===== src/rpr_pkg.sv =====
// Shared types, constants and helper functions of the per-connection reply reorder block.
package rpr_pkg;

	localparam int NUM_CONN    = 8;
	localparam int QUEUE_DEPTH = 16;
	localparam int TAG_BITS    = 8;

	localparam int CONN_W = (NUM_CONN > 1) ? $clog2(NUM_CONN) : 1;
	localparam int POS_W  = $clog2(QUEUE_DEPTH);
	localparam int CNT_W  = $clog2(QUEUE_DEPTH + 1);
	localparam int SLOTS  = NUM_CONN * QUEUE_DEPTH;
	localparam int ADDR_W = $clog2(SLOTS);

	localparam logic [CONN_W-1:0] CONN_LAST = CONN_W'(NUM_CONN - 1);
	localparam logic [CNT_W-1:0]  CNT_FULL  = CNT_W'(QUEUE_DEPTH);

	localparam logic OP_NEW      = 1'b0;
	localparam logic OP_COMPLETE = 1'b1;

	localparam logic KIND_RELEASE = 1'b0;
	localparam logic KIND_DROP    = 1'b1;

	typedef logic [TAG_BITS-1:0] tag_t;
	typedef logic [CONN_W-1:0]   conn_t;
	typedef logic [POS_W-1:0]    pos_t;
	typedef logic [CNT_W-1:0]    cnt_t;
	typedef logic [ADDR_W-1:0]   addr_t;

	typedef struct packed {
		logic rdy;
		tag_t tag;
	} entry_t;

	localparam int ENTRY_W = $bits(entry_t);

	typedef enum logic [2:0] {
		S_IDLE,
		S_NEW,
		S_SRCH_RD,
		S_SRCH_CHK,
		S_REL_RD,
		S_REL_CHK,
		S_REL_LAST
	} state_t;

	typedef struct packed {
		logic   we;
		addr_t  waddr;
		entry_t wdata;
		logic   re;
		addr_t  raddr;
	} ram_req_t;

	typedef struct packed {
		logic       valid;
		logic [2:0] out_conn;
		logic [7:0] out_tag;
		logic       kind;
		logic       last;
	} emit_t;

	function automatic tag_t tag_in(input logic [7:0] t);
		logic [15:0] wide;
		wide = {8'b0, t};
		return wide[TAG_BITS-1:0];
	endfunction

	function automatic logic [7:0] tag_out(input tag_t t);
		logic [15:0] wide;
		wide = 16'(t);
		return wide[7:0];
	endfunction

	function automatic conn_t conn_in(input logic [2:0] c);
		logic [7:0] wide;
		wide = {5'b0, c};
		return wide[CONN_W-1:0];
	endfunction

	function automatic logic [2:0] conn_out(input conn_t c);
		logic [7:0] wide;
		wide = 8'(c);
		return wide[2:0];
	endfunction

	// Ring position of head plus offset; the sum stays below twice the depth.
	function automatic pos_t ring_add(input pos_t head, input pos_t off);
		logic [POS_W:0] sum;
		sum = {1'b0, head} + {1'b0, off};
		if (sum >= (POS_W+1)'(QUEUE_DEPTH)) begin
			sum = sum - (POS_W+1)'(QUEUE_DEPTH);
		end
		return sum[POS_W-1:0];
	endfunction

	function automatic addr_t slot(input conn_t c, input pos_t p);
		return ADDR_W'(int'(c) * QUEUE_DEPTH + int'(p));
	endfunction

endpackage


===== src/rpr_in_if.sv =====
// Input channel of the reply reorder block: valid, ready and one request item.
interface rpr_in_if;
	logic       valid;
	logic       ready;
	logic       op;
	logic [2:0] conn;
	logic [7:0] tag;
	logic       immediate;

	modport source (output valid, output op, output conn, output tag, output immediate,
		input ready);
	modport sink (input valid, input op, input conn, input tag, input immediate,
		output ready);
endinterface


===== src/rpr_out_if.sv =====
// Output channel of the reply reorder block: valid, ready and one result item.
interface rpr_out_if;
	logic       valid;
	logic       ready;
	logic [2:0] out_conn;
	logic [7:0] out_tag;
	logic       kind;
	logic       last;

	modport source (output valid, output out_conn, output out_tag, output kind, output last,
		input ready);
	modport sink (input valid, input out_conn, input out_tag, input kind, input last,
		output ready);
endinterface


===== src/rpr_ram.sv =====
// Generic single-write, single-read synchronous RAM with registered read data.
module rpr_ram #(
	parameter int WIDTH = 8,
	parameter int DEPTH = 16
) (
	input  logic                     clk,
	input  logic                     we,
	input  logic [$clog2(DEPTH)-1:0] waddr,
	input  logic [WIDTH-1:0]         wdata,
	input  logic                     re,
	input  logic [$clog2(DEPTH)-1:0] raddr,
	output logic [WIDTH-1:0]         rdata
);

	logic [WIDTH-1:0] mem [DEPTH];

	always_ff @(posedge clk) begin
		if (we) begin
			mem[waddr] <= wdata;
		end
		if (re) begin
			rdata <= mem[raddr];
		end
	end

endmodule


===== src/rpr_ctrl.sv =====
// Sequencer that appends, searches and releases queue entries through the entry RAM.
module rpr_ctrl (
	input  logic              clk,
	input  logic              arst_n,
	rpr_in_if.sink            req,
	input  logic              out_free,
	output rpr_pkg::emit_t    emit,
	output rpr_pkg::ram_req_t ram,
	input  rpr_pkg::entry_t   rd
);

	rpr_pkg::state_t state_q, state_d;

	rpr_pkg::pos_t head_q [rpr_pkg::NUM_CONN];
	rpr_pkg::cnt_t count_q [rpr_pkg::NUM_CONN];

	logic          op_q;
	logic          imm_q;
	logic          conn_ok_q;
	rpr_pkg::conn_t cur_conn_q;
	rpr_pkg::tag_t tag_q;
	rpr_pkg::tag_t pend_q;
	rpr_pkg::cnt_t pos_q;

	rpr_pkg::pos_t cur_head;
	rpr_pkg::cnt_t cur_cnt;
	rpr_pkg::addr_t srch_addr;

	logic accept;
	logic push;
	logic pop;
	logic adv_conn;
	logic pos_inc;
	logic pend_ld;

	assign cur_head  = head_q[cur_conn_q];
	assign cur_cnt   = count_q[cur_conn_q];
	assign srch_addr = rpr_pkg::slot(cur_conn_q,
		rpr_pkg::ring_add(cur_head, pos_q[rpr_pkg::POS_W-1:0]));

	assign req.ready = (state_q == rpr_pkg::S_IDLE);
	assign accept    = req.valid && req.ready;

	always_ff @(posedge clk or negedge arst_n) begin
		if (!arst_n) begin
			state_q <= rpr_pkg::S_IDLE;
		end else begin
			state_q <= state_d;
		end
	end

	always_comb begin
		state_d  = state_q;
		emit     = '0;
		ram      = '0;
		push     = 1'b0;
		pop      = 1'b0;
		adv_conn = 1'b0;
		pos_inc  = 1'b0;
		pend_ld  = 1'b0;
		case (state_q)
			rpr_pkg::S_IDLE: begin
				if (accept) begin
					state_d = (req.op == rpr_pkg::OP_COMPLETE) ? rpr_pkg::S_SRCH_RD
						: rpr_pkg::S_NEW;
				end
			end
			rpr_pkg::S_NEW: begin
				if (!conn_ok_q) begin
					state_d = rpr_pkg::S_IDLE;
				end else if ((imm_q && cur_cnt == '0) || cur_cnt == rpr_pkg::CNT_FULL) begin
					if (out_free) begin
						emit.valid    = 1'b1;
						emit.out_conn = rpr_pkg::conn_out(cur_conn_q);
						emit.out_tag  = rpr_pkg::tag_out(tag_q);
						emit.kind     = (cur_cnt == '0) ? rpr_pkg::KIND_RELEASE
							: rpr_pkg::KIND_DROP;
						emit.last     = 1'b1;
						state_d       = rpr_pkg::S_IDLE;
					end
				end else begin
					ram.we        = 1'b1;
					ram.waddr     = rpr_pkg::slot(cur_conn_q,
						rpr_pkg::ring_add(cur_head, cur_cnt[rpr_pkg::POS_W-1:0]));
					ram.wdata.rdy = imm_q;
					ram.wdata.tag = tag_q;
					push          = 1'b1;
					state_d       = rpr_pkg::S_IDLE;
				end
			end
			rpr_pkg::S_SRCH_RD: begin
				if (pos_q == cur_cnt) begin
					if (cur_conn_q == rpr_pkg::CONN_LAST) begin
						state_d = rpr_pkg::S_IDLE;
					end else begin
						adv_conn = 1'b1;
					end
				end else begin
					ram.re    = 1'b1;
					ram.raddr = srch_addr;
					state_d   = rpr_pkg::S_SRCH_CHK;
				end
			end
			rpr_pkg::S_SRCH_CHK: begin
				if (!rd.rdy && rd.tag == tag_q) begin
					if (pos_q != '0) begin
						ram.we        = 1'b1;
						ram.waddr     = srch_addr;
						ram.wdata.rdy = 1'b1;
						ram.wdata.tag = rd.tag;
						state_d       = rpr_pkg::S_IDLE;
					end else begin
						pend_ld = 1'b1;
						pop     = 1'b1;
						state_d = (cur_cnt == rpr_pkg::CNT_W'(1)) ? rpr_pkg::S_REL_LAST
							: rpr_pkg::S_REL_RD;
					end
				end else begin
					pos_inc = 1'b1;
					state_d = rpr_pkg::S_SRCH_RD;
				end
			end
			rpr_pkg::S_REL_RD: begin
				ram.re    = 1'b1;
				ram.raddr = rpr_pkg::slot(cur_conn_q, cur_head);
				state_d   = rpr_pkg::S_REL_CHK;
			end
			rpr_pkg::S_REL_CHK: begin
				if (out_free) begin
					emit.valid    = 1'b1;
					emit.out_conn = rpr_pkg::conn_out(cur_conn_q);
					emit.out_tag  = rpr_pkg::tag_out(pend_q);
					emit.kind     = rpr_pkg::KIND_RELEASE;
					if (rd.rdy) begin
						emit.last = 1'b0;
						pend_ld   = 1'b1;
						pop       = 1'b1;
						state_d   = (cur_cnt == rpr_pkg::CNT_W'(1)) ? rpr_pkg::S_REL_LAST
							: rpr_pkg::S_REL_RD;
					end else begin
						emit.last = 1'b1;
						state_d   = rpr_pkg::S_IDLE;
					end
				end
			end
			rpr_pkg::S_REL_LAST: begin
				if (out_free) begin
					emit.valid    = 1'b1;
					emit.out_conn = rpr_pkg::conn_out(cur_conn_q);
					emit.out_tag  = rpr_pkg::tag_out(pend_q);
					emit.kind     = rpr_pkg::KIND_RELEASE;
					emit.last     = 1'b1;
					state_d       = rpr_pkg::S_IDLE;
				end
			end
			default: begin
				state_d = rpr_pkg::S_IDLE;
			end
		endcase
	end

	// Queue heads and fill counts.
	always_ff @(posedge clk or negedge arst_n) begin
		if (!arst_n) begin
			for (int i = 0; i < rpr_pkg::NUM_CONN; i++) begin
				head_q[i]  <= '0;
				count_q[i] <= '0;
			end
		end else if (push) begin
			count_q[cur_conn_q] <= cur_cnt + rpr_pkg::CNT_W'(1);
		end else if (pop) begin
			head_q[cur_conn_q]  <= rpr_pkg::ring_add(cur_head, rpr_pkg::POS_W'(1));
			count_q[cur_conn_q] <= cur_cnt - rpr_pkg::CNT_W'(1);
		end
	end

	// Working registers of the item in progress.
	always_ff @(posedge clk) begin
		if (accept) begin
			op_q       <= req.op;
			imm_q      <= req.immediate;
			conn_ok_q  <= (int'(req.conn) < rpr_pkg::NUM_CONN);
			cur_conn_q <= (req.op == rpr_pkg::OP_COMPLETE) ? '0 : rpr_pkg::conn_in(req.conn);
			tag_q      <= rpr_pkg::tag_in(req.tag);
			pos_q      <= '0;
		end else if (adv_conn) begin
			cur_conn_q <= cur_conn_q + rpr_pkg::CONN_W'(1);
			pos_q      <= '0;
		end else if (pos_inc) begin
			pos_q <= pos_q + rpr_pkg::CNT_W'(1);
		end
		if (pend_ld) begin
			pend_q <= rd.tag;
		end
	end

	a_emit_free: assert property (@(posedge clk) disable iff (!arst_n)
		emit.valid |-> out_free)
		else $error("result issued while the output register is occupied");

	a_pop_nonempty: assert property (@(posedge clk) disable iff (!arst_n)
		pop |-> cur_cnt != '0)
		else $error("pop from an empty queue");

	a_push_room: assert property (@(posedge clk) disable iff (!arst_n)
		push |-> cur_cnt < rpr_pkg::CNT_FULL)
		else $error("append to a full queue");

	a_accept_dispatch: assert property (@(posedge clk) disable iff (!arst_n)
		accept |=> (state_q == rpr_pkg::S_NEW || state_q == rpr_pkg::S_SRCH_RD))
		else $error("accepted item was not dispatched");

	a_run_continues: assert property (@(posedge clk) disable iff (!arst_n)
		(emit.valid && !emit.last) |=> state_q != rpr_pkg::S_IDLE)
		else $error("release run ended without a last result");

	a_op_new_path: assert property (@(posedge clk) disable iff (!arst_n)
		(state_q == rpr_pkg::S_NEW) |-> op_q == rpr_pkg::OP_NEW)
		else $error("completion item entered the append path");

endmodule


===== src/per_connection_reply_reorder.sv =====
// Top level of the per-connection reply reorder block: sequencer, entry RAM and result register.
//
// The block keeps one in-order reply queue of QUEUE_DEPTH entries for each of NUM_CONN
// connections, all held in a single entry RAM (tag plus ready mark) with a registered read,
// while queue heads and fill counts sit in flip-flops that reset clears. Items are handled
// one at a time. A new reply is accepted in S_IDLE; S_NEW then either appends it to the
// RAM or issues its immediate release or its overflow drop, waiting while the output
// register is full. A completion walks the queues by reading the RAM one entry at a time
// (address in S_SRCH_RD, then compare in S_SRCH_CHK), from connection 0 upward and head
// to tail, moving on to the next connection whenever a queue has been searched through.
// A match away from the head is written back as ready and ends the item; a match at the
// head starts a release run that reads the next head entry and puts out one result for
// each entry released, the last of the run flagged. Results pass through an output register, so
// a finished result may wait on the output while the next item is accepted; the sequencer
// only stalls when it has another result to place and that register is still full.
// Completion tags that match no waiting entry and new replies for a connection beyond
// NUM_CONN give no result. The entry RAM needs no clearing: only occupied queue slots,
// which an append has written, are ever read.
module per_connection_reply_reorder (
	input  logic       clk,
	input  logic       arst_n,
	rpr_in_if.sink     req,
	rpr_out_if.source  rsp
);

	rpr_pkg::emit_t    emit;
	rpr_pkg::ram_req_t ram;
	logic [rpr_pkg::ENTRY_W-1:0] ram_rdata;
	logic out_free;

	logic       out_valid_q;
	logic [2:0] out_conn_q;
	logic [7:0] out_tag_q;
	logic       kind_q;
	logic       last_q;

	// The output register frees up in the same cycle in which its item is taken.
	assign out_free = !out_valid_q || rsp.ready;

	rpr_ctrl u_ctrl (
		.clk      (clk),
		.arst_n   (arst_n),
		.req      (req),
		.out_free (out_free),
		.emit     (emit),
		.ram      (ram),
		.rd       (ram_rdata)
	);

	rpr_ram #(
		.WIDTH (rpr_pkg::ENTRY_W),
		.DEPTH (rpr_pkg::SLOTS)
	) u_entries (
		.clk   (clk),
		.we    (ram.we),
		.waddr (ram.waddr),
		.wdata (ram.wdata),
		.re    (ram.re),
		.raddr (ram.raddr),
		.rdata (ram_rdata)
	);

	always_ff @(posedge clk or negedge arst_n) begin
		if (!arst_n) begin
			out_valid_q <= 1'b0;
		end else if (emit.valid) begin
			out_valid_q <= 1'b1;
		end else if (rsp.ready) begin
			out_valid_q <= 1'b0;
		end
	end

	always_ff @(posedge clk) begin
		if (emit.valid) begin
			out_conn_q <= emit.out_conn;
			out_tag_q  <= emit.out_tag;
			kind_q     <= emit.kind;
			last_q     <= emit.last;
		end
	end

	assign rsp.valid    = out_valid_q;
	assign rsp.out_conn = out_conn_q;
	assign rsp.out_tag  = out_tag_q;
	assign rsp.kind     = kind_q;
	assign rsp.last     = last_q;

	a_drop_is_last: assert property (@(posedge clk) disable iff (!arst_n)
		(rsp.valid && rsp.kind == rpr_pkg::KIND_DROP) |-> rsp.last)
		else $error("dropped reply not flagged as last");

	a_no_accept_busy: assert property (@(posedge clk) disable iff (!arst_n)
		(req.valid && req.ready) |=> !req.ready)
		else $error("second item accepted before the first was dispatched");

	a_result_loaded: assert property (@(posedge clk) disable iff (!arst_n)
		emit.valid |=> rsp.valid)
		else $error("issued result did not reach the output");

endmodule


===== src/flat_wrapper.sv =====
// flat-port wrapper written by rule: the top's interface ports become plain ports
module per_connection_reply_reorder_flat 
  (clk, arst_n, req_valid, req_op, req_conn, req_tag, req_immediate, req_ready, rsp_valid, rsp_out_conn, rsp_out_tag, rsp_kind, rsp_last, rsp_ready);
  rpr_in_if req_i ();
  rpr_out_if rsp_i ();
  input  logic clk;
  input  logic arst_n;
  input wire logic [$bits(req_i.valid)-1:0] req_valid;
  input wire logic [$bits(req_i.op)-1:0] req_op;
  input wire logic [$bits(req_i.conn)-1:0] req_conn;
  input wire logic [$bits(req_i.tag)-1:0] req_tag;
  input wire logic [$bits(req_i.immediate)-1:0] req_immediate;
  output wire logic [$bits(req_i.ready)-1:0] req_ready;
  output wire logic [$bits(rsp_i.valid)-1:0] rsp_valid;
  output wire logic [$bits(rsp_i.out_conn)-1:0] rsp_out_conn;
  output wire logic [$bits(rsp_i.out_tag)-1:0] rsp_out_tag;
  output wire logic [$bits(rsp_i.kind)-1:0] rsp_kind;
  output wire logic [$bits(rsp_i.last)-1:0] rsp_last;
  input wire logic [$bits(rsp_i.ready)-1:0] rsp_ready;
  assign req_i.valid = req_valid;
  assign req_i.op = req_op;
  assign req_i.conn = req_conn;
  assign req_i.tag = req_tag;
  assign req_i.immediate = req_immediate;
  assign req_ready = req_i.ready;
  assign rsp_valid = rsp_i.valid;
  assign rsp_out_conn = rsp_i.out_conn;
  assign rsp_out_tag = rsp_i.out_tag;
  assign rsp_kind = rsp_i.kind;
  assign rsp_last = rsp_i.last;
  assign rsp_i.ready = rsp_ready;
  per_connection_reply_reorder u_core (.clk(clk), .arst_n(arst_n), .req(req_i), .rsp(rsp_i));
endmodule

===== config.mk =====
export PLATFORM = sky130hd
export DESIGN_NAME = per_connection_reply_reorder_flat
export DESIGN_NICKNAME = d
export VERILOG_FILES = /design/src/rpr_pkg.sv /design/src/rpr_in_if.sv /design/src/rpr_out_if.sv /design/src/rpr_ram.sv /design/src/rpr_ctrl.sv /design/src/per_connection_reply_reorder.sv /design/src/flat_wrapper.sv
export SDC_FILE = /design/constraint.sdc
export NUM_CORES = 1
export LEC_CHECK = 0
export ABC_AREA = 0
export BUFFER_PORTS_ARGS = -buffer_cell sky130_fd_sc_hd__clkbuf_2
export CAP_MARGIN = 15
export CORE_ASPECT_RATIO = 2
export CORE_MARGIN = 1
export CORE_UTILIZATION = 34
export CTS_BUF_LIST = sky130_fd_sc_hd__clkbuf_4
export CTS_CLUSTER_DIAMETER = 30
export DETAILED_ROUTE_END_ITERATION = 7
export PLACE_DENSITY = 0.55
export SLEW_MARGIN = 25
export SYNTH_ARGS = -nofsm -noshare
export SYNTH_HDL_FRONTEND = slang
export SYNTH_SLANG_ARGS = --single-unit

===== constraint.sdc =====
create_clock -name clk -period 6.7 [get_ports clk]
set_input_delay 0.67 -clock clk [delete_from_list [all_inputs] [get_ports clk]]
set_output_delay 0.67 -clock clk [all_outputs]
set_load 0.02 [all_outputs]

==> results by group <==
Global route
  • Overall track demand over capacity in global routing: 0.209
  • Initial antenna violation count: 3
  • Number of global-route vias before repair: roughly 35k
  • First-pass GRT wire length: roughly 240 mm
  • Largest net degree at the start of global routing: about 130
  • GRT overflow: 0

Die
  • Die area: approximately 160000 sq um
  • Die Ht: between 500 and 600 microns
  • Initial core utilization: 0.343
  • Die width: 281 microns
  • # rows: between 200 and 250
  • Io pins: 32
  • Core area: around 150000 sq um

Yosys
  • Synthesis Warnings: 0
  • Top cell type's share of synthesized area: 0.678
  • Register bit total from synthesis: between 1k and 1.5k
  • Most numerous cell in the Yosys netlist: edfxtp_1
  • Post-Synth Adder-Cell Area: 0.00407
  • Synth unique cells: 88
  • Sequential fraction of the synthesis area: 0.716
  • Cell area after technology mapping: 52900 sq um
  • Mapped Nets: 3727
  • Top FF cell, synth: edfxtp_1
  • Compound-Gate Fraction of Synth Area: 0.121
  • Synth top cells by count: edfxtp_1, nand2_1, and3_1
  • Yosys top cell by area: edfxtp_1
  • Average cell area after synthesis: approximately 14 sq um
  • Dominant cells by area after synthesis: edfxtp_1, dfrtp_1, nand2_1
  • Synth Area in Simple Gates: 0.0897
  • Post-synthesis xor/xnor area fraction: 0.00411
  • Async set or reset register ratio after synthesis: 0.0596
  • EDFF count, synth: ~1.2k
  • Largest family of logic cells by synthesized area: compound AO/OA/AOI/OAI gates
  • Mux contribution to synthesized area: 0.0400
  • Post-Syn Instances: ~3.7k

Finish
  • Filler instances: about 15k
  • Layout Nets: 3954
  • Area Growth Syn to Fin: 13.0%
  • Share of post-route cells with drive strength above 1: 0.194

Drt
  • WL final: between 150 and 200 mm
  • Met1 wire length: ~56 mm
  • Initial drt markers: 2730
  • Met3 WL: roughly 7.9 mm
  • DR vias/cell: ~5.6
  • Total number of vias: between 30k and 40k
  • Routed length on met2: roughly 90 mm
  • Antenna Nets Post-Route: 0
  • DRT Pass-1 Iters: 7
  • Uppermost routed layer: met4
  • Wire per inst: 26.8 microns
  • DR DRC count: 0

Timing
  • Slew Viols, Final: 0
  • Worst slew pin tran: approximately 1.1 ns
  • Worst Skew: about 0.076 ns
  • Finish-stage setup viols: 0
  • Fin crit period: 6.16 ns
  • Tcrit/Tclk final: 0.919
  • Setup TNS Final: 0 ns
  • Relative slew slack: 0.257
  • RSZ-0062 raised after global routing: no
  • Final hold viol count: 0
  • Hold WS: ~0.10 ns
  • Fmax: around 160 MHz

Clock network
  • Worst-path clk slew: 0.09 ns
  • Post_cts resized: 0
  • Clock tree buffer depth: 4
  • CTS sink cnt: 1275
  • TritonCTS clock tree: built
  • Root Driver: clkbuf_4
  • CTS Buf Count: 280
  • H-Tree Depth: 5
  • Later-pin clock latency in the skew report: 1.11 ns

Pwr
  • VDD IR max: roughly 170 uV
  • P per Cell Area: ~380 nW/um^2
  • Leakage power: between 20 and 25 nW

Setup path
  • WS Path Type: reg2reg
  • Max incr delay on CP: 0.76 ns
  • CP max stage cell: edfxtp_1
  • Crit path buf inv count: 3
  • Endpoint class of the critical path: flop
  • Critical path cell sequence: buf_4, mux2_2, o22ai_1, o21ai_0, and4_1, a31oi_1, nor2_1, inv_2, nand2_1, buf_4, or4_1, o21ai_0, o32ai_1, nor4_1
  • CP Launch Type: flop
  • CP arrival: between 7 and 8 ns
  • CP Data Required Time: roughly 7.6 ns
  • Max FO, Critical Path: 22
  • R2R Path Start: u_core.u_ctrl.cur_conn_q[0]$_DFFE_PP_
  • CP startpoint: u_core.u_ctrl.cur_conn_q[0]$_DFFE_PP_
  • Largest delay contributor family on the critical path: simple AND/OR/NAND/NOR gates

Min path
  • Min-Delay Startpoint: req_op
  • Hold WC Path Type: in2reg

Placement
  • Port Buf Inserts: 31
  • RePlAce Congestion: between 0.9 and 1
  • Dpl hpwl: roughly 110 mm

Status
  • Status: completed

Flow run
  • Max_cap viols: 0
per-stage QoR:
stage	utilization	total power [mW]	cell area, sq um	std cells	worst slack [ns]
after floorplan	-	14.0	52900	3694	1.94
after global placement	0.364	17.2	56300	5683	0.653
after detailed placement	0.365	17.2	56300	5683	0.700
after CTS	0.387	23.1	59800	6167	0.631
after global routing	0.387	23.8	59800	6170	0.392
final	0.387	23.0	59800	6170	0.543
cells in the final DEF, fill, tap and decap left out, types with 25 or more instances in the layout:
master / instances
edfxtp_1: 1194
clkbuf_4: 392
nand2_1: 353
and3_1: 198
buf_4: 166
nor2_1: 164
a211oi_1: 160
a21oi_1: 149
o21ai_0: 147
nand3_1: 128
a32oi_1: 119
mux2_2: 93
mux2i_1: 77
dfrtp_1: 76
clkinv_1: 49
nor3_1: 35
o22ai_1: 33
clkbuf_2: 30
a2111oi_0: 29
o21bai_1: 26
a31oi_1: 25
a2111o_1: 25
kinds of logic (layout without fill, tap and decap cells):
logic type                 after synthesis  after routing
and+or+nand+nor                        988            988
AOI/OAI and AO/OA                      903            903
DFF                                   1275           1275
muxes                                  184            184
xor gates and xnor gates                24             24
adders and majority gates               16             16
buffers and inverters                  304            717
other                                    0              3
what timing repair did:
action,CTS,global route
hold buffers,16,0
endpoints found under the hold margin,91,0
buffers inserted,0,0
per-layer routing:
metal / up-vias / GRT usage
li1: 15184 / -
met1: 17448 / 0.208
met2: 1243 / 0.388
met3: 425 / 0.0305
met4: 0 / 0.151
met5: - / 0
tightest hold or removal path, cell delays in order:
cell,delay [ns]
clkbuf_2,0.10
inv_1,0.07
nand2_1,0.09
o21ai_0,0.08
registers in the layout, indices dropped and copies added, names as in the netlist:
| signal | flops |
|---|---|
| u_core.u_ctrl.pos_q | 5 |
| u_core.u_ctrl.pend_q | 8 |
| u_core.u_ctrl.head_q | 32 |
| u_core.rsp.kind | 1 |
| u_core.rsp.valid | 1 |
| u_core.u_entries.rdata | 9 |
| u_core.u_entries.mem | 1152 |
| u_core.u_ctrl.tag_q | 8 |
| u_core.u_ctrl.cur_conn_q | 3 |
| u_core.rsp.out_conn | 3 |
| u_core.u_ctrl.count_q | 40 |
| u_core.rsp.out_tag | 8 |
| u_core.u_ctrl.state_q | 3 |
| u_core.u_ctrl.imm_q | 1 |
| u_core.rsp.last | 1 |
where the power goes:
| group | leakage (nW) | internal [mW] | total (mW) | switching [mW] |
|---|---|---|---|---|
| sequential | 12.1 | 9.61 | 9.85 | 0.236 |
| clock | 2.02 | 2.82 | 5.85 | 3.03 |
| combinational | 6.81 | 2.11 | 7.27 | 5.16 |
cell type report:
class                      count  area (sq um)  area share
timing repair buffer         231          1930      0.0322
clock inverter                76           390     0.00653
tap                         2060          2580      0.0431
sequential                  1275         37900       0.633
clock buffer                 392          2940      0.0492
antenna                        3          7.51    0.000126
multi-input combinational   2115         14000       0.235
inverter                      18          67.6     0.00113
final timing paths:
path                                                    endpoint  cells past startpoint  slack (ns)
min                        u_core.u_ctrl.cur_conn_q[2]$_DFFE_PP_                      4        0.10
min in group asynchronous  u_core.u_ctrl.count_q[21]$_DFFE_PN0P_                      2        0.18
max reg2reg                  u_core.u_entries.rdata[7]$_DFFE_PP_                     14        0.54
min reg2reg                  u_core.u_ctrl.head_q[0]$_DFFE_PN0P_                      2        0.49
max in group asynchronous  u_core.u_ctrl.count_q[19]$_DFFE_PN0P_                      2        5.99
max                          u_core.u_entries.rdata[7]$_DFFE_PP_                     14        0.54
Power figures use the tool's default switching activity.
